===== config.mk =====
export PLATFORM = sky130hd
export DESIGN_NAME = packed_sample_unpacker
export DESIGN_NICKNAME = d
export VERILOG_FILES = /design/src/psu_pkg.sv /design/src/psu_front.sv /design/src/psu_queue.sv /design/src/psu_back.sv /design/src/packed_sample_unpacker.sv
export SDC_FILE = /design/constraint.sdc
export NUM_CORES = 1
export LEC_CHECK = 0
export BUFFER_PORTS_ARGS = -buffer_cell sky130_fd_sc_hd__buf_4
export CAP_MARGIN = 20
export CORE_ASPECT_RATIO = 1.25
export CORE_MARGIN = 2
export CORE_UTILIZATION = 34
export DETAILED_ROUTE_END_ITERATION = 10
export PLACE_DENSITY_LB_ADDON = 0.2
export SLEW_MARGIN = 10
export SYNTH_ARGS = -nofsm -noshare
export SYNTH_HDL_FRONTEND = slang
export SYNTH_SLANG_ARGS = --single-unit

===== constraint.sdc =====
create_clock -name clk -period 7.3 [get_ports clk]
set_input_delay 1.095 -clock clk [delete_from_list [all_inputs] [get_ports clk]]
set_output_delay 1.095 -clock clk [all_outputs]
set_load 0.03 [all_outputs]

===== src/psu_pkg.sv =====
package psu_pkg;

	localparam int ROW_WIDTH_BITS = 16;
	localparam int QUEUE_DEPTH    = 2;
	localparam int CFG_DATA_BITS  = 16;
	localparam int BYTE_BITS      = 8;

	typedef enum logic [1:0] {
		MODE_GRAY   = 2'd0,
		MODE_CHUNKY = 2'd1,
		MODE_PLANAR = 2'd2,
		MODE_MASK   = 2'd3
	} pixel_mode_t;

	typedef enum logic [1:0] {
		REG_BITS_PER_SAMPLE   = 2'd0,
		REG_SAMPLES_PER_PIXEL = 2'd1,
		REG_PIXEL_MODE        = 2'd2,
		REG_ROW_WIDTH         = 2'd3
	} cfg_reg_t;

	typedef struct packed {
		logic [7:0]  b0;
		logic [7:0]  b1;
		logic [7:0]  b2;
		logic [1:0]  depth_log;
		pixel_mode_t mode;
		logic        stride4;
		logic [1:0]  cp0;
		logic [2:0]  last_kept;
		logic        end_flag;
	} job_t;

endpackage


===== src/psu_front.sv =====
module psu_front import psu_pkg::*; #(
	parameter int WIDTH_BITS = ROW_WIDTH_BITS
) (
	input  logic                     clk,
	input  logic                     arst_n,
	input  logic                     cfg_we,
	input  logic [1:0]               cfg_index,
	input  logic [CFG_DATA_BITS-1:0] cfg_data,
	input  logic                     in_valid,
	output logic                     in_ready,
	input  logic [7:0]               plane0_byte,
	input  logic [7:0]               plane1_byte,
	input  logic [7:0]               plane2_byte,
	input  logic                     queue_full,
	output logic                     push,
	output job_t                     job
);

	localparam int SLW = WIDTH_BITS + 2;

	logic [3:0]            bits_per_sample_q;
	logic [2:0]            samples_per_pixel_q;
	pixel_mode_t           pixel_mode_q;
	logic [WIDTH_BITS-1:0] row_width_q;
	logic [SLW-1:0]        samples_left_q;
	logic [1:0]            cp_q;

	logic [1:0]     depth_log;
	logic [3:0]     max_slots;
	logic           stride4;
	logic           chunky;
	logic [SLW-1:0] w_ext;
	logic [SLW-1:0] total;
	logic [SLW-1:0] sl_start;
	logic [1:0]     cp_start;
	logic [3:0]     n_slots;
	logic [SLW-1:0] sl_next;
	logic [1:0]     cp_last;
	logic [1:0]     cp_next;
	logic           drop_only;
	logic           accept;

	function automatic logic [1:0] cp_wrap(input logic [3:0] v, input logic s4);
		logic [3:0] r;
		if (s4) begin
			r = v & 4'd3;
		end else if (v >= 4'd9) begin
			r = v - 4'd9;
		end else if (v >= 4'd6) begin
			r = v - 4'd6;
		end else if (v >= 4'd3) begin
			r = v - 4'd3;
		end else begin
			r = v;
		end
		return r[1:0];
	endfunction

	always_comb begin
		case (bits_per_sample_q)
			4'd1:    depth_log = 2'd0;
			4'd2:    depth_log = 2'd1;
			4'd4:    depth_log = 2'd2;
			default: depth_log = 2'd3;
		endcase
		max_slots = 4'd8 >> depth_log;
		stride4   = (samples_per_pixel_q == 3'd4);
		chunky    = (pixel_mode_q == MODE_CHUNKY);
		w_ext     = SLW'(row_width_q);
		if (chunky) begin
			total = stride4 ? (w_ext << 2) : (w_ext + (w_ext << 1));
		end else begin
			total = w_ext;
		end
		sl_start  = (samples_left_q == '0) ? total : samples_left_q;
		cp_start  = (samples_left_q == '0) ? 2'd0 : cp_q;
		n_slots   = (sl_start < SLW'(max_slots)) ? sl_start[3:0] : max_slots;
		sl_next   = sl_start - SLW'(n_slots);
		cp_last   = cp_wrap(4'(cp_start) + n_slots - 4'd1, stride4);
		cp_next   = cp_wrap(4'(cp_start) + n_slots, stride4);
		drop_only = chunky && stride4 && (n_slots == 4'd1) && (cp_last == 2'd3);

		job.b0        = plane0_byte;
		job.b1        = plane1_byte;
		job.b2        = plane2_byte;
		job.depth_log = depth_log;
		job.mode      = pixel_mode_q;
		job.stride4   = stride4;
		job.cp0       = cp_start;
		job.last_kept = (chunky && stride4 && cp_last == 2'd3) ? 3'(n_slots - 4'd2)
			: 3'(n_slots - 4'd1);
		job.end_flag  = (sl_next == '0) ||
			(chunky && stride4 && sl_next == SLW'(1) && cp_last == 2'd2);
	end

	assign in_ready = !queue_full;
	assign accept   = in_valid && in_ready;
	assign push     = accept && (n_slots != 4'd0) && !drop_only;

	always_ff @(posedge clk or negedge arst_n) begin
		if (!arst_n) begin
			bits_per_sample_q   <= 4'd8;
			samples_per_pixel_q <= 3'd1;
			pixel_mode_q        <= MODE_GRAY;
			row_width_q         <= WIDTH_BITS'(1);
			samples_left_q      <= '0;
			cp_q                <= 2'd0;
		end else if (cfg_we) begin
			case (cfg_reg_t'(cfg_index))
				REG_BITS_PER_SAMPLE:   bits_per_sample_q   <= cfg_data[3:0];
				REG_SAMPLES_PER_PIXEL: samples_per_pixel_q <= cfg_data[2:0];
				REG_PIXEL_MODE:        pixel_mode_q        <= pixel_mode_t'(cfg_data[1:0]);
				REG_ROW_WIDTH:         row_width_q         <= WIDTH_BITS'(cfg_data);
				default:               ;
			endcase
			samples_left_q <= '0;
			cp_q           <= 2'd0;
		end else if (accept) begin
			samples_left_q <= sl_next;
			cp_q           <= cp_next;
		end
	end

endmodule


===== src/psu_queue.sv =====
module psu_queue import psu_pkg::*; (
	input  logic clk,
	input  logic arst_n,
	input  logic push,
	input  job_t push_job,
	output logic full,
	input  logic pop,
	output logic head_valid,
	output job_t head_job
);

	localparam int PW = (QUEUE_DEPTH > 1) ? $clog2(QUEUE_DEPTH) : 1;
	localparam int CW = $clog2(QUEUE_DEPTH + 1);

	job_t          mem_q [QUEUE_DEPTH];
	logic [PW-1:0] wr_ptr_q;
	logic [PW-1:0] rd_ptr_q;
	logic [CW-1:0] count_q;

	assign full       = (count_q == CW'(QUEUE_DEPTH));
	assign head_valid = (count_q != '0);
	assign head_job   = mem_q[rd_ptr_q];

	always_ff @(posedge clk) begin
		if (push) begin
			mem_q[wr_ptr_q] <= push_job;
		end
	end

	always_ff @(posedge clk or negedge arst_n) begin
		if (!arst_n) begin
			wr_ptr_q <= '0;
			rd_ptr_q <= '0;
			count_q  <= '0;
		end else begin
			if (push) begin
				wr_ptr_q <= (wr_ptr_q == PW'(QUEUE_DEPTH - 1)) ? '0 : wr_ptr_q + 1'b1;
			end
			if (pop) begin
				rd_ptr_q <= (rd_ptr_q == PW'(QUEUE_DEPTH - 1)) ? '0 : rd_ptr_q + 1'b1;
			end
			case ({push, pop})
				2'b10:   count_q <= count_q + 1'b1;
				2'b01:   count_q <= count_q - 1'b1;
				default: count_q <= count_q;
			endcase
		end
	end

	a_no_push_full: assert property (@(posedge clk) disable iff (!arst_n)
		push |-> (!full || pop)) else $error("push into full queue");
	a_no_pop_empty: assert property (@(posedge clk) disable iff (!arst_n)
		pop |-> head_valid) else $error("pop from empty queue");
	a_count_bound: assert property (@(posedge clk) disable iff (!arst_n)
		count_q <= CW'(QUEUE_DEPTH)) else $error("queue count past depth");

endmodule


===== src/psu_back.sv =====
module psu_back import psu_pkg::*; (
	input  logic       clk,
	input  logic       arst_n,
	input  logic       head_valid,
	input  job_t       head_job,
	output logic       pop,
	output logic       out_valid,
	input  logic       out_ready,
	output logic [7:0] sample_value,
	output logic [1:0] channel,
	output logic       row_end,
	output logic       run_last
);

	logic [2:0] k_q;
	logic [1:0] sub_q;
	logic [1:0] cp_q;
	logic       out_valid_q;
	logic [7:0] sample_q;
	logic [1:0] channel_q;
	logic       row_end_q;
	logic       run_last_q;

	logic       can_load;
	logic       step;
	logic [1:0] cp_cur;
	logic [1:0] cp_adv;
	logic       planar;
	logic       dropped;
	logic       last_res;
	logic [7:0] src_byte;
	logic [2:0] shamt;
	logic [7:0] shifted;
	logic [7:0] raw;
	logic [7:0] value;
	logic [1:0] ch;

	always_comb begin
		can_load = !out_valid_q || out_ready;
		step     = head_valid && can_load;
		planar   = (head_job.mode == MODE_PLANAR);
		cp_cur   = (k_q == 3'd0) ? head_job.cp0 : cp_q;
		if (head_job.stride4) begin
			cp_adv = cp_cur + 2'd1;
		end else begin
			cp_adv = (cp_cur >= 2'd2) ? 2'd0 : cp_cur + 2'd1;
		end
		dropped  = (head_job.mode == MODE_CHUNKY) && (cp_cur == 2'd3);
		last_res = (k_q == head_job.last_kept) && (!planar || sub_q == 2'd2);

		case (planar ? sub_q : 2'd0)
			2'd1:    src_byte = head_job.b1;
			2'd2:    src_byte = head_job.b2;
			default: src_byte = head_job.b0;
		endcase
		shamt   = 3'(k_q << head_job.depth_log);
		shifted = src_byte << shamt;
		raw     = shifted >> (4'd8 - (4'd1 << head_job.depth_log));

		case (head_job.mode)
			MODE_MASK:   value = (raw != 8'd0) ? 8'd1 : 8'd0;
			default:     value = raw;
		endcase
		case (head_job.mode)
			MODE_PLANAR: ch = sub_q;
			MODE_CHUNKY: ch = cp_cur;
			default:     ch = 2'd0;
		endcase

		pop = step && last_res;
	end

	always_ff @(posedge clk) begin
		if (step && !dropped) begin
			sample_q   <= value;
			channel_q  <= ch;
			run_last_q <= last_res;
			row_end_q  <= last_res && head_job.end_flag;
		end
	end

	always_ff @(posedge clk or negedge arst_n) begin
		if (!arst_n) begin
			out_valid_q <= 1'b0;
			k_q         <= 3'd0;
			sub_q       <= 2'd0;
			cp_q        <= 2'd0;
		end else begin
			if (can_load) begin
				out_valid_q <= step && !dropped;
			end
			if (step) begin
				if (last_res) begin
					k_q   <= 3'd0;
					sub_q <= 2'd0;
				end else if (planar && sub_q != 2'd2) begin
					sub_q <= sub_q + 2'd1;
				end else begin
					k_q   <= k_q + 3'd1;
					sub_q <= 2'd0;
					cp_q  <= cp_adv;
				end
			end
		end
	end

	assign out_valid    = out_valid_q;
	assign sample_value = sample_q;
	assign channel      = channel_q;
	assign row_end      = row_end_q;
	assign run_last     = run_last_q;

	a_end_is_last: assert property (@(posedge clk) disable iff (!arst_n)
		out_valid_q && row_end_q |-> run_last_q) else $error("row end off last result");
	a_slot_bound: assert property (@(posedge clk) disable iff (!arst_n)
		head_valid |-> k_q <= head_job.last_kept) else $error("slot index past job");
	a_mid_job_head: assert property (@(posedge clk) disable iff (!arst_n)
		(k_q != 3'd0 || sub_q != 2'd0) |-> head_valid) else $error("job lost mid-walk");

endmodule


===== src/packed_sample_unpacker.sv =====
// A result is registered in the job queue, then in the output stage. Throughput: one result per
// cycle while m_axis_tready is set; a byte gives one result per kept sample slot (up to 8, or 24
// in planar mode at 1 bit), and dropped slots ahead of its last kept one also hold the output
// stage. A two-entry job queue lets the input take new bytes while earlier ones drain.
// Reset: registers return to their defaults, the row restarts, queue and output empty.
module packed_sample_unpacker import psu_pkg::*; #(
	parameter int WIDTH_BITS = ROW_WIDTH_BITS
) (
	input  logic                     clk,
	input  logic                     arst_n,
	input  logic                     cfg_we,
	input  logic [1:0]               cfg_index,
	input  logic [CFG_DATA_BITS-1:0] cfg_data,
	input  logic                     s_axis_tvalid,
	output logic                     s_axis_tready,
	input  logic [23:0]              s_axis_tdata,  // plane0_byte, plane1_byte, plane2_byte
	output logic                     m_axis_tvalid,
	input  logic                     m_axis_tready,
	output logic [7:0]               m_axis_tdata,  // sample_value
	output logic [2:0]               m_axis_tuser,  // channel, row_end
	output logic                     m_axis_tlast
);

	logic full;
	logic push;
	job_t push_job;
	logic pop;
	logic head_valid;
	job_t head_job;
	logic [1:0] channel;
	logic row_end;

	psu_front #(.WIDTH_BITS(WIDTH_BITS)) u_front (
		.clk         (clk),
		.arst_n      (arst_n),
		.cfg_we      (cfg_we),
		.cfg_index   (cfg_index),
		.cfg_data    (cfg_data),
		.in_valid    (s_axis_tvalid),
		.in_ready    (s_axis_tready),
		.plane0_byte (s_axis_tdata[7:0]),
		.plane1_byte (s_axis_tdata[15:8]),
		.plane2_byte (s_axis_tdata[23:16]),
		.queue_full  (full),
		.push        (push),
		.job         (push_job)
	);

	psu_queue u_queue (
		.clk        (clk),
		.arst_n     (arst_n),
		.push       (push),
		.push_job   (push_job),
		.full       (full),
		.pop        (pop),
		.head_valid (head_valid),
		.head_job   (head_job)
	);

	psu_back u_back (
		.clk          (clk),
		.arst_n       (arst_n),
		.head_valid   (head_valid),
		.head_job     (head_job),
		.pop          (pop),
		.out_valid    (m_axis_tvalid),
		.out_ready    (m_axis_tready),
		.sample_value (m_axis_tdata),
		.channel      (channel),
		.row_end      (row_end),
		.run_last     (m_axis_tlast)
	);

	assign m_axis_tuser = {row_end, channel};

endmodule

# Yosys cells after proc, flatten, opt, wreduce, memory -nomap -nowiden
# Memory sizes are Yosys's and may differ from the RTL's.
# Index checks and enable logic that the tools add are counted.
[totals] ff_bits=69 mem_bits_rw=70 in_bits=47 out_inout_bits=14 wordCells=153 memories=1
[op_classes] addsub=20 magnitude_cmp=8 eq_ne=25 shifts=5 muxes=36 bitwise=2 reduce_logical=39
[memory_table] memory="u_queue.mem_q" words=2 word_bits=35 read_ports=1 rd_clocked_by_memory_dff=0 wr=1 line_no="psu_queue.sv:15" text="job_t mem_q [QUEUE_DEPTH];"
[op_table] operator="18-bit two-way mux" count=5
[op_table] operator="18-bit logical NOT" count=2
[op_table] operator="2-bit two-way mux" count=17
[op_table] operator="2-bit == test (second input constant)" count=11
[op_table] operator="16-bit by 17-bit adder with 18-bit output" count=1
[op_table] operator="18-bit by 1-bit == test with 1-bit output (second input constant)" count=1
[op_table] operator="18-bit by 4-bit less-than comparator with 1-bit output" count=1
[op_table] operator="18-bit by 4-bit subtractor with 18-bit output" count=1
[op_table] operator="1-bit logical AND" count=16
[op_table] operator="8-bit case mux with 2 select lines" count=1
[op_table] operator="2-bit by 1-bit == test with 1-bit output (second input constant)" count=5
[op_table] operator="2-bit AND reduction" count=5
[op_table] operator="3-bit two-way mux" count=3
[op_table] operator="4-bit by 1-bit == test with 1-bit output (second input constant)" count=2
[op_table] operator="4-bit by 2-bit greater-or-equal comparator with 1-bit output (second input constant)" count=2
[op_table] operator="4-bit by 3-bit greater-or-equal comparator with 1-bit output (second input constant)" count=2
[op_table] operator="4-bit greater-or-equal comparator (second input constant)" count=2
[op_table] operator="8-bit two-way mux" count=1
[op_table] operator="2-bit case mux with 2 select lines" count=2
[op_table] operator="8-bit nonzero test" count=1
[op_table] operator="8-bit by 3-bit << shifter with 8-bit output" count=1
[op_table] operator="8-bit by 4-bit >> shifter with 8-bit output" count=1
[op_table] operator="2-bit subtractor (second input constant)" count=4
[op_table] operator="2-bit by 1-bit adder with 2-bit output (second input constant)" count=3
[op_table] operator="29 further kinds" count=45

# Longest topological paths before layout
# Gate-level depths: netlist (run 1).
[logic_depth] depth_word=19 ltp_mapped=30 ltp_nobuf=27

# Cells and area by module
# From an unflattened synthesis (run 1), not the netlist that was laid out.
[hier_totals] cells_unflattened=854 hier_area_um2=9112.5
[by_module_without_submodules] mod="psu_front" instances=1 cells_per_inst=546 area_each_um2=4598.2 seq_area_each_um2=1129.8
[by_module_without_submodules] mod="psu_queue" instances=1 cells_per_inst=125 area_each_um2=2862.7 seq_area_each_um2=2202.1
[by_module_without_submodules] mod="psu_back" instances=1 cells_per_inst=182 area_each_um2=1644.1 seq_area_each_um2=560.5
[by_module_without_submodules] mod="packed_sample_unpacker" instances=1 cells_per_inst=1 area_each_um2=7.5 seq_area_each_um2=0.0

# Worst setup path after synthesis (run 1)
# Ideal clock, no wire load.
[synth_timing] path_type="register to register" start="reg u_front.samples_left_q[15]" end="mem u_queue.mem_q[0][0] in the netlist's numbering (enable)" setup_time_ns=0.427 t_arrival_ns=6.481 t_required_ns=6.873 path_slack_ns=0.392 path_stages_with_launch=24 n_path_buf=2 period_less_slack_ns=6.908 cell_sequence="dfrtp_1 -> or4_4 -> or4_4 -> nor2_4 -> buf_2 -> a21oi_1 -> inv_1 -> ha_1 -> o21a_1 -> o21ai_0 -> o21ai_0 -> a21oi_1 -> nand4_2 -> buf_6 -> mux2_2 -> inv_1 -> ha_1 -> fa_1 -> inv_1 -> ha_1 -> nor3_1 -> a21oi_1 -> o31ai_4 -> nor2_1"
[synth_via] elab_chain_len=17 word_cells_on_any_way=27 cone_classes="add/sub: 5; order compare: 4; eq/ne: 2; mux: 9; reduce/logical: 7"
[synth_rtl] element="start: declaration" line_no="psu_front.sv:25" text="logic [SLW-1:0] samples_left_q;"
[synth_rtl] element="start signal: assignment" line_no="psu_front.sv:119" text="samples_left_q <= sl_next;"
[synth_rtl] element="18-bit logical NOT" line_no="psu_front.sv:75, psu_front.sv:76"
[synth_rtl] element="18-bit two-way mux" line_no="psu_front.sv:75" text="sl_start = (samples_left_q == '0) ? total : samples_left_q;"
[synth_rtl] element="18-bit by 4-bit less-than comparator with 1-bit output" line_no="psu_front.sv:77" text="n_slots = (sl_start < SLW'(max_slots)) ? sl_start[3:0] : max_slots;"
[synth_rtl] element="4-bit two-way mux" line_no="psu_front.sv:77"
[synth_rtl] element="2-bit by 4-bit adder with 4-bit output" line_no="psu_front.sv:79" text="cp_last = cp_wrap(4'(cp_start) + n_slots - 4'd1, stride4);"
[synth_rtl] element="4-bit by 1-bit subtractor with 4-bit output" line_no="psu_front.sv:79"
[synth_rtl] element="4-bit by 2-bit greater-or-equal comparator with 1-bit output / 2-bit subtractor (equally long branches)" line_no="psu_front.sv:51, psu_front.sv:52"
[synth_rtl] element="2-bit two-way mux" line_no="psu_front.sv:51" text="end else if (v >= 4'd3) begin"
[synth_rtl] element="2-bit two-way mux" line_no="psu_front.sv:49" text="end else if (v >= 4'd6) begin"
[synth_rtl] element="2-bit two-way mux" line_no="psu_front.sv:47" text="end else if (v >= 4'd9) begin"
[synth_rtl] element="2-bit two-way mux" line_no="psu_front.sv:45" text="if (s4) begin"
[synth_rtl] element="2-bit == test" line_no="psu_front.sv:81" text="drop_only = chunky && stride4 && (n_slots == 4'd1) && (cp_last == 2'd3);"
[synth_rtl] element="1-bit logical AND" line_no="psu_front.sv:81"
[synth_rtl] element="1-bit logical NOT" line_no="psu_front.sv:98" text="assign push = accept && (n_slots != 4'd0) && !drop_only;"
[synth_rtl] element="1-bit logical AND *" line_no="psu_front.sv:98"
[synth_rtl] element="1-bit two-way mux *" line_no="psu_queue.sv:25" text="if (push) begin"
[synth_rtl] element="1-bit two-way mux (implied by the code) *" line_no="psu_queue.sv:26" text="mem_q[wr_ptr_q] <= push_job;"
[synth_rtl] element="end: declaration" line_no="psu_queue.sv:15"
# Mark *: on every way between the ends. The rest lies on a longest branch, timed or not.

# Worst setup path after layout (run 1)
[layout_timing] start="reg u_front.row_width_q[0]" end="reg u_queue.count_q[1]"
[layout_via] elab_chain_len=19 word_cells_on_any_way=30 cone_classes="add/sub: 6; order compare: 4; eq/ne: 4; mux: 9; reduce/logical: 7"
[layout_rtl] element="start: declaration" line_no="psu_front.sv:24" text="logic [WIDTH_BITS-1:0] row_width_q;"
[layout_rtl] element="start signal: assignment" line_no="psu_front.sv:113" text="REG_ROW_WIDTH: row_width_q <= WIDTH_BITS'(cfg_data);"
[layout_rtl] element="16-bit by 17-bit adder with 18-bit output" line_no="psu_front.sv:71" text="total = stride4 ? (w_ext << 2) : (w_ext + (w_ext << 1));"
[layout_rtl] element="18-bit two-way mux" line_no="psu_front.sv:71"
[layout_rtl] element="18-bit two-way mux *" line_no="psu_front.sv:70" text="if (chunky) begin"
[layout_rtl] element="18-bit two-way mux *" line_no="psu_front.sv:75"
[layout_rtl] element="18-bit by 4-bit less-than comparator with 1-bit output" line_no="psu_front.sv:77"
[layout_rtl] element="4-bit two-way mux *" line_no="psu_front.sv:77"
[layout_rtl] element="2-bit by 4-bit adder with 4-bit output" line_no="psu_front.sv:79"
[layout_rtl] element="4-bit by 1-bit subtractor with 4-bit output" line_no="psu_front.sv:79"
[layout_rtl] element="[... 3 more ...]"
[layout_rtl] element="2-bit two-way mux" line_no="psu_front.sv:47"
[layout_rtl] element="2-bit two-way mux" line_no="psu_front.sv:45"
[layout_rtl] element="2-bit == test" line_no="psu_front.sv:81"
[layout_rtl] element="1-bit logical AND" line_no="psu_front.sv:81"
[layout_rtl] element="1-bit logical NOT" line_no="psu_front.sv:98"
[layout_rtl] element="1-bit logical AND *" line_no="psu_front.sv:98"
[layout_rtl] element="2-bit by 1-bit == test with 1-bit output / 2-bit == test (equally long branches)" line_no="psu_queue.sv:42" text="case ({push, pop})"
[layout_rtl] element="2-bit case mux with 2 select lines / 2-bit nonzero test (equally long branches)"
[layout_rtl] element="end signal: assignment" line_no="psu_queue.sv:43" text="2'b10: count_q <= count_q + 1'b1;"
[layout_rtl] element="end signal: assignment" line_no="psu_queue.sv:44" text="2'b01: count_q <= count_q - 1'b1;"
[layout_rtl] element="end signal: assignment" line_no="psu_queue.sv:45" text="default: count_q <= count_q;"
[layout_rtl] element="end: declaration" line_no="psu_queue.sv:18" text="logic [CW-1:0] count_q;"
# Marks and branches as above.
# A chain may end at the register's enable or synchronous reset.

==> qor_table.md, run 1 <==
| Quantity | Value |
|:---|:---|
| Register-to-register path setup slack | 0.68 ns |
| Global router's overall resource usage | 0.165 |
| 1st-pass router iterations | 5 |
| Crit path capture type | register |
| Adder and majority gate portion of the synthesized area | 0.0721 |
| Combinational cell fraction of total power | 0.587 |
| Num ports | 61 |
| Starting utilization of the core area | 0.346 |
| Nets | 949 |
| Worst Min Path Start | u_back.cp_q[1] |
| Grt ovf | 0 |
| Worst min-delay path class | register to register |
| Total inserted antenna cells | 0 |
| Global-route wire length before repair | 34.3 mm |
| Synthesis warning total | 0 |
| CTS-repair resized insts | 0 |
| Relative area change from synthesis to final layout | 17.6% |
| Dominant combinational cell family by area after synthesis | compound AO/OA/AOI/OAI gates |
| Simple-gate area share of the yosys netlist | 0.141 |
| Arrival time of the worst setup path | 6.98 ns |
| Number of slew-limit violations in the final report | 0 |
| Insertion delay to the later sink of the worst-skew pair | 0.43 ns |
| Async set-or-reset flop fraction in the synthesized netlist | 0.410 |
| Launch point of the worst reg-to-reg path | u_front.row_width_q[0] |
| Pwr Total | 5.38 mW |
| Post-route clock skew | 0.0135 ns |
| P_int | 2.90 mW |
| Main synth FF type | sky130_fd_sc_hd__edfxtp_1 |
| Maximum clock frequency | 151 MHz |
| Sequential element share of the synthesized area | 0.459 |
| Critical Path Source Type | register |
| Share of power burned in registers | 0.249 |
| Largest voltage drop on the vdd net | 0.000232 V |
| Horizontal die dimension | 145 um |
| Flops & latches, synth | 139 |
| Clock Pin Slew Worst Setup and Hold Paths | 0.07 ns |
| Final critical path time including I/O delays and setup | 6.62 ns |
| Most repeated cell in the gate-level netlist after synthesis | sky130_fd_sc_hd__edfxtp_1 |
| Half-perimeter wire length after placement | 15.6 mm |
| Worst slew slack as a fraction of its limit | 0.386 |
| Library cell used as clock root buffer | sky130_fd_sc_hd__clkbuf_16 |
| Critical Path Fanout Max | 5 |
| Total of buffers placed on input and output ports | 60 |
| Compound-cell area share of the yosys netlist | 0.168 |
| Mux contribution to synthesized area | 0.101 |
| Post-synthesis xor/xnor area fraction | 0.0300 |
| Transition time at the pin with the least slew margin | 0.921 ns |
| Synth cell count leaders | 82 x sky130_fd_sc_hd__edfxtp_1, 61 x sky130_fd_sc_hd__nand2_1, 55 x sky130_fd_sc_hd__a21oi_1 |
| Post-CTS setup buffer count | 0 |
| Share of total power in the clock network | 0.163 |
| Total wire length | 21.1 mm |
| Per-cell routed wire length | 17.6 um |
| Number of instances in the synthesized netlist | 788 |
| Syn Nets | 882 |
| Number of rows created at floorplan | 64 |
| Initial DRC count | 338 |
| EDFF count, synth | 82 |
| Share of the synthesized area in the top cell type | 0.291 |
| Outcome | completed |
| Required @ worst endpoint | 7.66 ns |
| DRC violation count after routing | 0 |
| Area enclosed by the die boundary | 0.0262 mm^2 |
| Sw frac | 0.461 |
| Quantity of hold-fixing buffers added after cts | 0 |
| Hold Vio Cnt, Final | 0 |
| Worst Reg-to-Reg Cells | 22 |
| Worst Hold End | u_back.cp_q[1] |
| Avg Vias per Cell | 5.34 |
| Post-synth design cell area | 0.00847 mm^2 |
| # H-tree levels | 4 |
| RSZ-0062 raised after global routing | no |
| Total of fill cells in the finished design | 2,440 |
| Worst hold path cell count | 2 |
| Number of global-route vias before repair | 6,358 |
| Switching power | 2.48 mW |
| Clock net sink count | 139 |
| Post-route setup TNS | 0 ns |
| Area of the placeable core | 0.0245 mm^2 |
| Antenna violations before repair | 0 |
| Final Core Density | 0.407 |
| Synthesized area divided by synthesized cell count | 10.8 um^2 |
| Routed Antenna Nets | 0 |
| Pin count of the biggest net entering global routing | 58 |
| Cell taking the most area after synthesis | sky130_fd_sc_hd__edfxtp_1 |
| Max-Cap Viols | 0 |
| RR Endpoint | u_queue.count_q[1] |
| Vertical extent of the die | 180 um |
| Cell types occupying the most area after synthesis | sky130_fd_sc_hd__edfxtp_1 29%, sky130_fd_sc_hd__dfrtp_1 16%, sky130_fd_sc_hd__ha_1 6.5% |
| Routability congestion estimate from global placement | 0.870 |
| Distinct cells, synth | 80 |
| Final setup vio count | 0 |
| Via count | 6,399 |
| Cell Pwr Density | 540 mW/mm^2 |
| Part of the cycle the worst path needs | 0.907 |
| Clock tree from TritonCTS | yes |
| Layout cells sized above 1 | 0.206 |
| Total clock buffers created by CTS | 17 |
| Standby leakage power | 4.05 nW |
| CTS Buffer Depth | 2 |
| Critical Setup Path Class | register to register |
[power groups by stage]
| stage | sequential, mW | combinational (mW) | clock (mW) |
|---|---|---|---|
| floorplan | 1.37 | 2.30 | 0 |
| global placement | 1.35 | 3.15 | 0 |
| detailed placement | 1.36 | 3.14 | 0 |
| CTS | 1.34 | 3.16 | 0.892 |
| global route | 1.38 | 3.48 | 0.927 |
| finish | 1.34 | 3.16 | 0.879 |
[worst max path at each step]
stage,startpoint,endpoint,slack (ns),cells after the start
finish,u_front.row_width_q[0],u_queue.count_q[1],0.68,22
global placement,u_front.row_width_q[0],u_queue.count_q[1],0.82,22
global route,u_front.row_width_q[0],u_queue.count_q[1],0.13,21
detailed placement,u_front.samples_left_q[15],u_queue.count_q[1],0.75,23
CTS,u_front.row_width_q[0],u_queue.count_q[1],0.71,22
floorplan,u_front.samples_left_q[15],u_queue.mem_q[0][0],0.39,23
[metal layers]
| layer | wire length, um | track usage | up-vias |
|---|---|---|---|
| li1 | - | - | 3117 |
| met1 | 8820 | 0.193 | 3086 |
| met2 | 10800 | 0.296 | 149 |
| met3 | 647 | 0.0291 | 47 |
| met4 | 782 | 0.0722 | 0 |
| met5 | 0 | 0 | - |
[cell type report]
class                           count  area [um^2]  area share
Multi-Input combinational cell    590         4360       0.437
Sequential cell                   139         3890       0.391
Timing Repair Buffer               74          568      0.0570
Clock buffer                       17          425      0.0427
Tap cell                          330          413      0.0414
Clock inverter                     15          184      0.0185
Inverter                           33          124      0.0124
[per-stage QoR]
| stage | hold slack (ns) | cell area (um^2) | setup slack, ns | cells |
|---|---|---|---|---|
| after global routing | 0.514 | 9960 | 0.127 | 1198 |
| final | 0.498 | 9960 | 0.676 | 1198 |
| after CTS | 0.504 | 9960 | 0.707 | 1198 |
| after floorplan | 0.450 | 8470 | 0.392 | 788 |
| after global placement | 0.486 | 9360 | 0.817 | 1166 |
| after detailed placement | 0.485 | 9360 | 0.751 | 1166 |
[registers in the layout (all words and copies together) (netlist names), 3 cells and up]
signal                       flops
u_front.samples_left_q          18
u_back.sample_value              8
u_back.k_q                       3
u_front.bits_per_sample_q        4
u_front.samples_per_pixel_q      3
u_queue.mem_q                   70
u_front.row_width_q             16
[layout by cell type, fill, tap and decap left out, drive strengths merged, types with 6 or more instances in the layout]
master | netlist | final
a211oi | 14 | 14
ha | 44 | 44
nor4 | 8 | 8
nand2b | 14 | 14
o31ai | 6 | 6
buf | 9 | 74
o21a | 10 | 10
nand2 | 62 | 62
and2 | 7 | 7
mux2i | 34 | 34
xnor2 | 17 | 17
clkbuf | 17 | 17
dfrtp | 54 | 54
or4 | 6 | 6
a221oi | 8 | 8
xor2 | 12 | 12
nor3 | 18 | 18
a21oi | 56 | 56
a31oi | 7 | 7
o21ai | 38 | 38
nand4 | 10 | 10
mux2 | 46 | 46
edfxtp | 82 | 82
nor2 | 52 | 52
inv | 33 | 43
nand3 | 13 | 13
and3 | 9 | 9
a21o | 18 | 18
nor2b | 11 | 11
[worst max-delay path, cell delays in order (launching register included)]
cell and delay (ns):
sky130_fd_sc_hd__dfstp_2 0.58, sky130_fd_sc_hd__ha_1 0.21, sky130_fd_sc_hd__inv_1 0.07, sky130_fd_sc_hd__fa_1 0.38
sky130_fd_sc_hd__nor2b_1 0.27, sky130_fd_sc_hd__o31a_1 0.20, sky130_fd_sc_hd__o2111ai_1 0.19, sky130_fd_sc_hd__a32oi_1 0.47
sky130_fd_sc_hd__nand4_1 0.26, sky130_fd_sc_hd__nor4_4 0.37, sky130_fd_sc_hd__nand4_2 0.15, sky130_fd_sc_hd__mux2_2 0.30
sky130_fd_sc_hd__inv_1 0.08, sky130_fd_sc_hd__ha_1 0.21, sky130_fd_sc_hd__fa_1 0.60, sky130_fd_sc_hd__inv_1 0.13
sky130_fd_sc_hd__ha_1 0.35, sky130_fd_sc_hd__nor3_1 0.51, sky130_fd_sc_hd__a21oi_1 0.20, sky130_fd_sc_hd__o31ai_4 0.41
sky130_fd_sc_hd__ha_1 0.33, sky130_fd_sc_hd__nor2_1 0.13, sky130_fd_sc_hd__xor2_1 0.15
[kinds of logic (layout without fill, tap and decap cells)]
logic type | after synthesis | count (layout)
fa+ha+maj | 47 | 47
compound gates | 206 | 206
buf+inv | 59 | 139
xor+xnor | 29 | 29
flops | 139 | 139
simple gates | 228 | 228
mux | 80 | 80
Power figures use the tool's default switching activity.
==> run 2: changes to the inputs <==
--- a/config.mk
+++ b/config.mk
@@ -12,7 +12,9 @@
 export CORE_UTILIZATION = 34
 export DETAILED_ROUTE_END_ITERATION = 10
 export PLACE_DENSITY_LB_ADDON = 0.2
+export SETUP_SLACK_MARGIN = 0.15
 export SLEW_MARGIN = 10
 export SYNTH_ARGS = -nofsm -noshare
 export SYNTH_HDL_FRONTEND = slang
+export SYNTH_HIERARCHICAL = 1
 export SYNTH_SLANG_ARGS = --single-unit
==> constraint.sdc (replaced) <==
create_clock -name clk -period 6.2 [get_ports clk]
set_input_delay 0.93 -clock clk [delete_from_list [all_inputs] [get_ports clk]]
set_output_delay 0.93 -clock clk [all_outputs]
set_load 0.03 [all_outputs]
==> run 2 against run 1 <==
Compared with the run above: maximum frequency grew 17%; global-route usage grew 0.39 points; clock skew shrank 0.0032 ns; critical path type unchanged; synthesized cell count grew 8.4%; first-iteration DRC count grew 22%; sequential share of layout area shrank 2.5 points; die area grew 7.4%; sequential cell count is the same; area after synthesis grew 7.6%; via count grew 5.3%; highest routed layer unchanged; design area grew 6.9%; non-clock buffer count grew 26.
==> qor_table.md, run 2 <==
| Quantity | Value |
|:---|:---|
| Hold Vio Cnt, Final | 0 |
| Cell with the most instances on the worst path | sky130_fd_sc_hd__a21oi_2 |
| DRC violation count after routing | 0 |
| EDFF count, synth | 82 |
| Global router's overall resource usage | 0.169 |
| Pin count of the biggest net entering global routing | 58 |
| Half-perimeter wire length after placement | 17.2 mm |
| Final setup vio count | 0 |
| Async set-or-reset flop fraction in the synthesized netlist | 0.410 |
| Outcome | completed |
| Cell taking the most area after synthesis | sky130_fd_sc_hd__edfxtp_1 |
| Total clock buffers created by CTS | 17 |
| Worst slew slack as a fraction of its limit | 0.344 |
| Critical Path Source Type | register |
| Num ports | 61 |
| RSZ-0062 raised after global routing | no |
| Part of the cycle the worst path needs | 0.915 |
| Area enclosed by the die boundary | 0.0281 mm^2 |
| Largest regs | u_queue/mem_q: 70 flops, u_front/samples_left_q: 18 flops, u_front/row_width_q: 16 flops |
| Grt ovf | 0 |
| Share of the synthesized area in the top cell type | 0.270 |
| Main synth FF type | sky130_fd_sc_hd__edfxtp_1 |
| Arrival time of the worst setup path | 5.81 ns |
| Routability congestion estimate from global placement | 0.846 |
| Max-Cap Viols | 0 |
| Via count | 6,740 |
| Syn Nets | 946 |
| Register-to-register path setup slack | 0.53 ns |
| Required @ worst endpoint | 6.34 ns |
| Transition time at the pin with the least slew margin | 0.981 ns |
| Total inserted antenna cells | 0 |
| Routed Antenna Nets | 0 |
| Leading cell types in the layout, fill and taps excluded | 92 x sky130_fd_sc_hd__buf_4, 82 x sky130_fd_sc_hd__edfxtp_1, 76 x sky130_fd_sc_hd__nor2_1, 55 x sky130_fd_sc_hd__nand2_1, 53 x sky130_fd_sc_hd__dfrtp_1 |
| Per-cell routed wire length | 18.5 um |
| Maximum clock frequency | 176 MHz |
| Insertion delay to the later sink of the worst-skew pair | 0.43 ns |
| Relative area change from synthesis to final layout | 16.9% |
| Post-route clock skew | 0.0103 ns |
| Avg Vias per Cell | 5.30 |
| Worst min-delay path class | register to register |
| Number of slew-limit violations in the final report | 0 |
| Clock Pin Slew Worst Setup and Hold Paths | 0.07 ns |
| Worst Reg-to-Reg Cells | 28 |
| Vertical extent of the die | 187 um |
| # H-tree levels | 4 |
| Post-synth design cell area | 0.00911 mm^2 |
| Total wire length | 23.6 mm |
| Starting utilization of the core area | 0.343 |
| Total of fill cells in the finished design | 2,604 |
| Critical Setup Path Class | register to register |
| 1st-pass router iterations | 5 |
| Flops & latches, synth | 139 |
| CTS Buffer Depth | 2 |
| Launch point of the worst reg-to-reg path | u_front/row_width_q[1] |
| Initial DRC count | 414 |
| Number of flip-flops under the largest register name | 70 |
| Nets | 1,006 |
| Synthesis warning total | 6 |
| Most common cell after layout, fill and taps aside | sky130_fd_sc_hd__buf_4 |
| Number of global-route vias before repair | 6,785 |
| Clock net sink count | 139 |
| Final critical path time including I/O delays and setup | 5.67 ns |
| Number of rows created at floorplan | 67 |
| Global-route wire length before repair | 36.8 mm |
| Crit path capture type | register |
| Distinct cells, synth | 91 |
| Layout cells sized above 1 | 0.289 |
| Worst hold path cell count | 1 |
| Worst Hold End | u_queue/count_q[1] |
| Clock tree from TritonCTS | yes |
| Sequential element share of the synthesized area | 0.427 |
| Cell types occupying the most area after synthesis | sky130_fd_sc_hd__edfxtp_1 27%, sky130_fd_sc_hd__dfrtp_1 15%, sky130_fd_sc_hd__ha_1 5.9% |
| Horizontal die dimension | 150 um |
| Antenna violations before repair | 0 |
| Number of instances in the synthesized netlist | 854 |
| Synth cell count leaders | 82 x sky130_fd_sc_hd__edfxtp_1, 79 x sky130_fd_sc_hd__nor2_1, 56 x sky130_fd_sc_hd__nand2_1 |
| Area of the placeable core | 0.0266 mm^2 |
| Post-route setup TNS | 0 ns |
| Highest-delay cell along the critical path | sky130_fd_sc_hd__fa_2 |
| Most repeated cell in the gate-level netlist after synthesis | sky130_fd_sc_hd__edfxtp_1 |
| Total of buffers placed on input and output ports | 60 |
| Delay of the slowest cell on the worst path | 0.52 ns |
| Register ranked first by flip-flop count | u_queue/mem_q |
| Library cell used as clock root buffer | sky130_fd_sc_hd__clkbuf_16 |
| Worst Min Path Start | u_queue/count_q[1] |
| RR Endpoint | u_queue/mem_q[0][16] |
| Synthesized area divided by synthesized cell count | 10.7 um^2 |
| Critical Path Fanout Max | 8 |
[run 2: changes by cell type after synthesis, moves of 10 or more]
| cell | before | now |
|---|---|---|
| sky130_fd_sc_hd__a21o_1 | 18 | 7 |
| sky130_fd_sc_hd__buf_4 | 1 | 29 |
| sky130_fd_sc_hd__mux2_2 | 46 | 36 |
| sky130_fd_sc_hd__mux2_4 | 0 | 29 |
| sky130_fd_sc_hd__mux2i_1 | 34 | 10 |
| sky130_fd_sc_hd__nor2_1 | 51 | 79 |
[run 2: kinds of logic after synthesis]
logic type,count (synthesis),synth area share
mux,76,0.106
simple gates,266,0.151
flops,139,0.427
compound gates,200,0.162
fa+ha+maj,45,0.0634
xor+xnor,27,0.0260
buf+inv,101,0.0648
[run 2: per-stage QoR]
stage	worst slack, ns	hold slack [ns]	instance area (um^2)	std cells	util
after global routing	0.105	0.515	10700	1272	0.401
final	0.526	0.485	10700	1272	0.401
after detailed placement	0.185	0.477	9850	1227	0.371
after CTS	0.163	0.486	10400	1259	0.392
after floorplan	0.151	0.447	9180	854	-
after global placement	0.262	0.473	9850	1227	0.371
[run 2: how the worst max path moves through the flow]
stage                                      start                   end  slack, ns  cells after the start
after floorplan           u_front/row_width_q[0]   u_queue/mem_q[0][0]       0.15                     26
after global placement    u_front/row_width_q[1]  u_queue/mem_q[1][27]       0.26                     26
after detailed placement  u_front/row_width_q[1]  u_queue/mem_q[1][27]       0.19                     26
after CTS                 u_front/row_width_q[1]  u_queue/mem_q[1][32]       0.16                     26
after global routing      u_front/row_width_q[0]  u_queue/mem_q[0][16]       0.11                     27
final                     u_front/row_width_q[1]  u_queue/mem_q[0][16]       0.53                     28
[run 2: layout make-up]
| type | instances | area [um^2] | share of cell area |
|---|---|---|---|
| clock buffers | 17 | 425 | 0.0399 |
| clock inverters | 15 | 153 | 0.0143 |
| inverters | 42 | 159 | 0.0149 |
| multi-input cells | 614 | 4750 | 0.446 |
| flip-flops and latches | 139 | 3890 | 0.366 |
| well taps | 345 | 432 | 0.0405 |
| repair buffers | 100 | 838 | 0.0787 |
[run 2: metal layers]
layer | track usage | share of wire
met5 | 0 | 0
met4 | 0.0653 | 0.031
met3 | 0.0290 | 0.027
met2 | 0.307 | 0.54
met1 | 0.194 | 0.40
[run 2: what timing repair did]
item                                    in CTS  in global routing
resized for setup                            1                 13
buffers inserted                             0                  8
pin swaps                                    0                 11
hold buffers                                 0                  0
cloned                                       0                  5
endpoints found under the setup margin      27                 80
[run 2: worst max-delay path: cells and delay by family (launching register included)]
| family | cells | cell delay, ns |
|---|---|---|
| AOI/OAI and AO/OA | 7 | 1.05 |
| buffers and inverters | 5 | 0.58 |
| DFF | 1 | 0.39 |
| muxes | 1 | 0.22 |
| xor gates and xnor gates | 1 | 0.13 |
| adders and majority gates | 6 | 1.94 |
| and+or+nand+nor | 8 | 1.07 |
Power of run 2 is not shown: default switching activity piles up to over one toggle a cycle in this logic, so the estimate is an artifact.
==> run 3: changes to the inputs <==
--- a/config.mk
+++ b/config.mk
@@ -7,7 +7,7 @@
 export LEC_CHECK = 0
 export BUFFER_PORTS_ARGS = -buffer_cell sky130_fd_sc_hd__buf_4
 export CAP_MARGIN = 20
-export CORE_ASPECT_RATIO = 1.25
+export CORE_ASPECT_RATIO = 0.8
 export CORE_MARGIN = 2
 export CORE_UTILIZATION = 34
 export DETAILED_ROUTE_END_ITERATION = 10
==> constraint.sdc (replaced) <==
create_clock -name clk -period 4.8 [get_ports clk]
set_input_delay 0.72 -clock clk [delete_from_list [all_inputs] [get_ports clk]]
set_output_delay 0.72 -clock clk [all_outputs]
set_load 0.03 [all_outputs]
==> run 3 against run 2 <==
Compared with the run above: the flow now finishes with violations (negative setup slack); routed wire length grew 6.3%; maximum frequency increased by 5.6%; utilization increased by 7.0 points; critical path depth stayed put; clock skew grew 0.0019 ns; sequential cell count unchanged.
==> qor_table.md, run 3 (synthesis gave the netlist of run 2 again) <==
| Quantity | Value |
|:---|:---|
| Critical Path Fanout Max | 4 |
| Relative area change from synthesis to final layout | 36.1% |
| Register-to-register path setup slack | -0.58 ns |
| Worst slew slack as a fraction of its limit | 0.384 |
| Count of non-filler cells in the finished layout | 1,453 |
| Number of rows created at floorplan | 53 |
| Highest-delay cell along the critical path | sky130_fd_sc_hd__or4b_4 |
| Required @ worst endpoint | 5.08 ns |
| Antenna violations before repair | 0 |
| Library cell used as clock root buffer | sky130_fd_sc_hd__clkbuf_16 |
| Clock tree from TritonCTS | yes |
| Total of fill cells in the finished design | 2,452 |
| Total clock buffers created by CTS | 17 |
| Horizontal die dimension | 187 um |
| Violated checks | negative setup slack |
| Total inserted antenna cells | 0 |
| Multi-input gate area in the final layout | 0.00510 mm^2 |
| Met2 routed wirelength | 10.4 mm |
| Per-cell routed wire length | 17.2 um |
| CTS Buffer Depth | 2 |
| Clock net sink count | 139 |
| Final setup vio count | 97 |
| Delay of the slowest cell on the worst path | 0.49 ns |
| Largest regs | u_queue/mem_q: 70 flops, u_front/samples_left_q: 18 flops, u_front/row_width_q: 16 flops |
| Global router's overall resource usage | 0.181 |
| Critical Setup Path Class | register to register |
| Cell with the most instances on the worst path | sky130_fd_sc_hd__buf_6 |
| Nets | 1,175 |
| Area enclosed by the die boundary | 0.0281 mm^2 |
| Crit path capture type | register |
| Transition time at the pin with the least slew margin | 0.924 ns |
| 1st-pass router iterations | 5 |
| Hold Vio Cnt, Final | 0 |
| DRC violation count after routing | 0 |
| Leading cell types in the layout, fill and taps excluded | 238 x sky130_fd_sc_hd__buf_4, 82 x sky130_fd_sc_hd__edfxtp_1, 73 x sky130_fd_sc_hd__nor2_1, 54 x sky130_fd_sc_hd__nand2_1, 52 x sky130_fd_sc_hd__dfrtp_1 |
| Part of the cycle the worst path needs | 1.12 |
| RSZ-0062 raised after global routing | yes |
| Via count | 7,397 |
| Pin count of the biggest net entering global routing | 58 |
| Routability congestion estimate from global placement | 0.869 |
| Critical Path Source Type | register |
| Smallest hold slack | 0.364 ns |
| Starting utilization of the core area | 0.346 |
| Initial DRC count | 524 |
| # H-tree levels | 4 |
| Area of the placeable core | 0.0263 mm^2 |
| Layout cells sized above 1 | 0.439 |
| Routed Antenna Nets | 0 |
| Register ranked first by flip-flop count | u_queue/mem_q |
| Placed Cells | 1,374 |
| Global-route wire length before repair | 39.3 mm |
| PnR worst setup slack | -0.575 ns |
| Arrival time of the worst setup path | 5.66 ns |
| Num ports | 61 |
| Avg Vias per Cell | 5.09 |
| Post-route clock skew | 0.0122 ns |
| Half-perimeter wire length after placement | 18.2 mm |
| Sequential cell area in the final layout | 0.00389 mm^2 |
| M1 WL | 13.1 mm |
| Number of slew-limit violations in the final report | 0 |
| Grt ovf | 0 |
| Outcome | finished, violations left |
| Final critical path time including I/O delays and setup | 5.38 ns |
| Maximum clock frequency | 186 MHz |
| Met3 Routed Length | 1.28 mm |
| Number of global-route vias before repair | 7,218 |
| Insertion delay to the later sink of the worst-skew pair | 0.43 ns |
| Most common cell after layout, fill and taps aside | sky130_fd_sc_hd__buf_4 |
| Clock Pin Slew Worst Setup and Hold Paths | 0.06 ns |
| Worst min-delay path class | primary input to asynchronous set/reset pin |
| Worst Setup Slack post-DPL | -0.674 ns |
| Total wire length | 25.1 mm |
| Total of buffers placed on input and output ports | 60 |
| Uppermost layer routed | met4 |
| Max-Cap Viols | 0 |
| Vertical extent of the die | 150 um |
| Number of flip-flops under the largest register name | 70 |
-- run 3: cell types whose count changed in the layout (fill, tap and decap cells not counted), sizes merged --
cell | previous run | this run
buf | 98 | 266
clkbuf | 19 | 25
inv | 50 | 44
bufinv | 1 | 2
clkinv | 3 | 4
clkinvlp | 3 | 2
-- run 3: worst max-delay path: cells and delay by family, from the launching register on --
kind,cells,cell delay [ns]
DFF,1,0.44
xor gates and xnor gates,1,0.14
buffers and inverters,10,1.08
adders and majority gates,3,0.77
AOI/OAI and AO/OA,9,1.58
and+or+nand+nor,5,1.21
-- run 3: layout make-up --
class,count,area share
flip-flops and latches,139,0.314
well taps,357,0.0360
multi-input cells,614,0.412
clock buffers,22,0.0374
inverters,42,0.0128
clock inverters,10,0.00928
repair buffers,269,0.179
-- run 3: per-layer routing --
layer / track usage / vias up
met2: 0.259 / 189
met5: 0 / -
li1: - / 3606
met3: 0.0403 / 21
met4: 0.0425 / 0
met1: 0.275 / 3581
-- run 3: timing repair --
item,4_1_cts,5_1_grt
endpoints found under the setup margin,99,99
resized for setup,48,50
pin swaps,36,18
buffers inserted,31,12
gates cloned,1,3
hold buffers,0,0
endpoints found under the hold margin,0,0
-- run 3: path summary, 6_finish.rpt --
path | from | endpoint | cells after the start
worst min register to register | u_queue/count_q[1] | u_queue/count_q[1] | 1
min in group clk | s_axis_tdata[23] | u_queue/mem_q[1][18] | 1
worst min-delay path | arst_n | u_back/sub_q[1] | 1
worst max-delay path | u_front/row_width_q[1] | u_queue/mem_q[0][0] | 28
worst max register to register | u_front/row_width_q[1] | u_queue/mem_q[0][0] | 28
max in group asynchronous | arst_n | u_front/row_width_q[1] | 1
-- run 3: per-stage QoR --
step,util,TNS [ns],area [um^2]
2_1_floorplan,-,-88.30,9210
3_3_place_gp,0.415,-46.39,10900
3_5_place_dp,0.415,-54.34,10900
4_1_cts,0.456,-34.88,12000
5_1_grt,0.471,-70.56,12400
6_report,0.471,-43.67,12400
Power of run 3 is left out for the same reason.
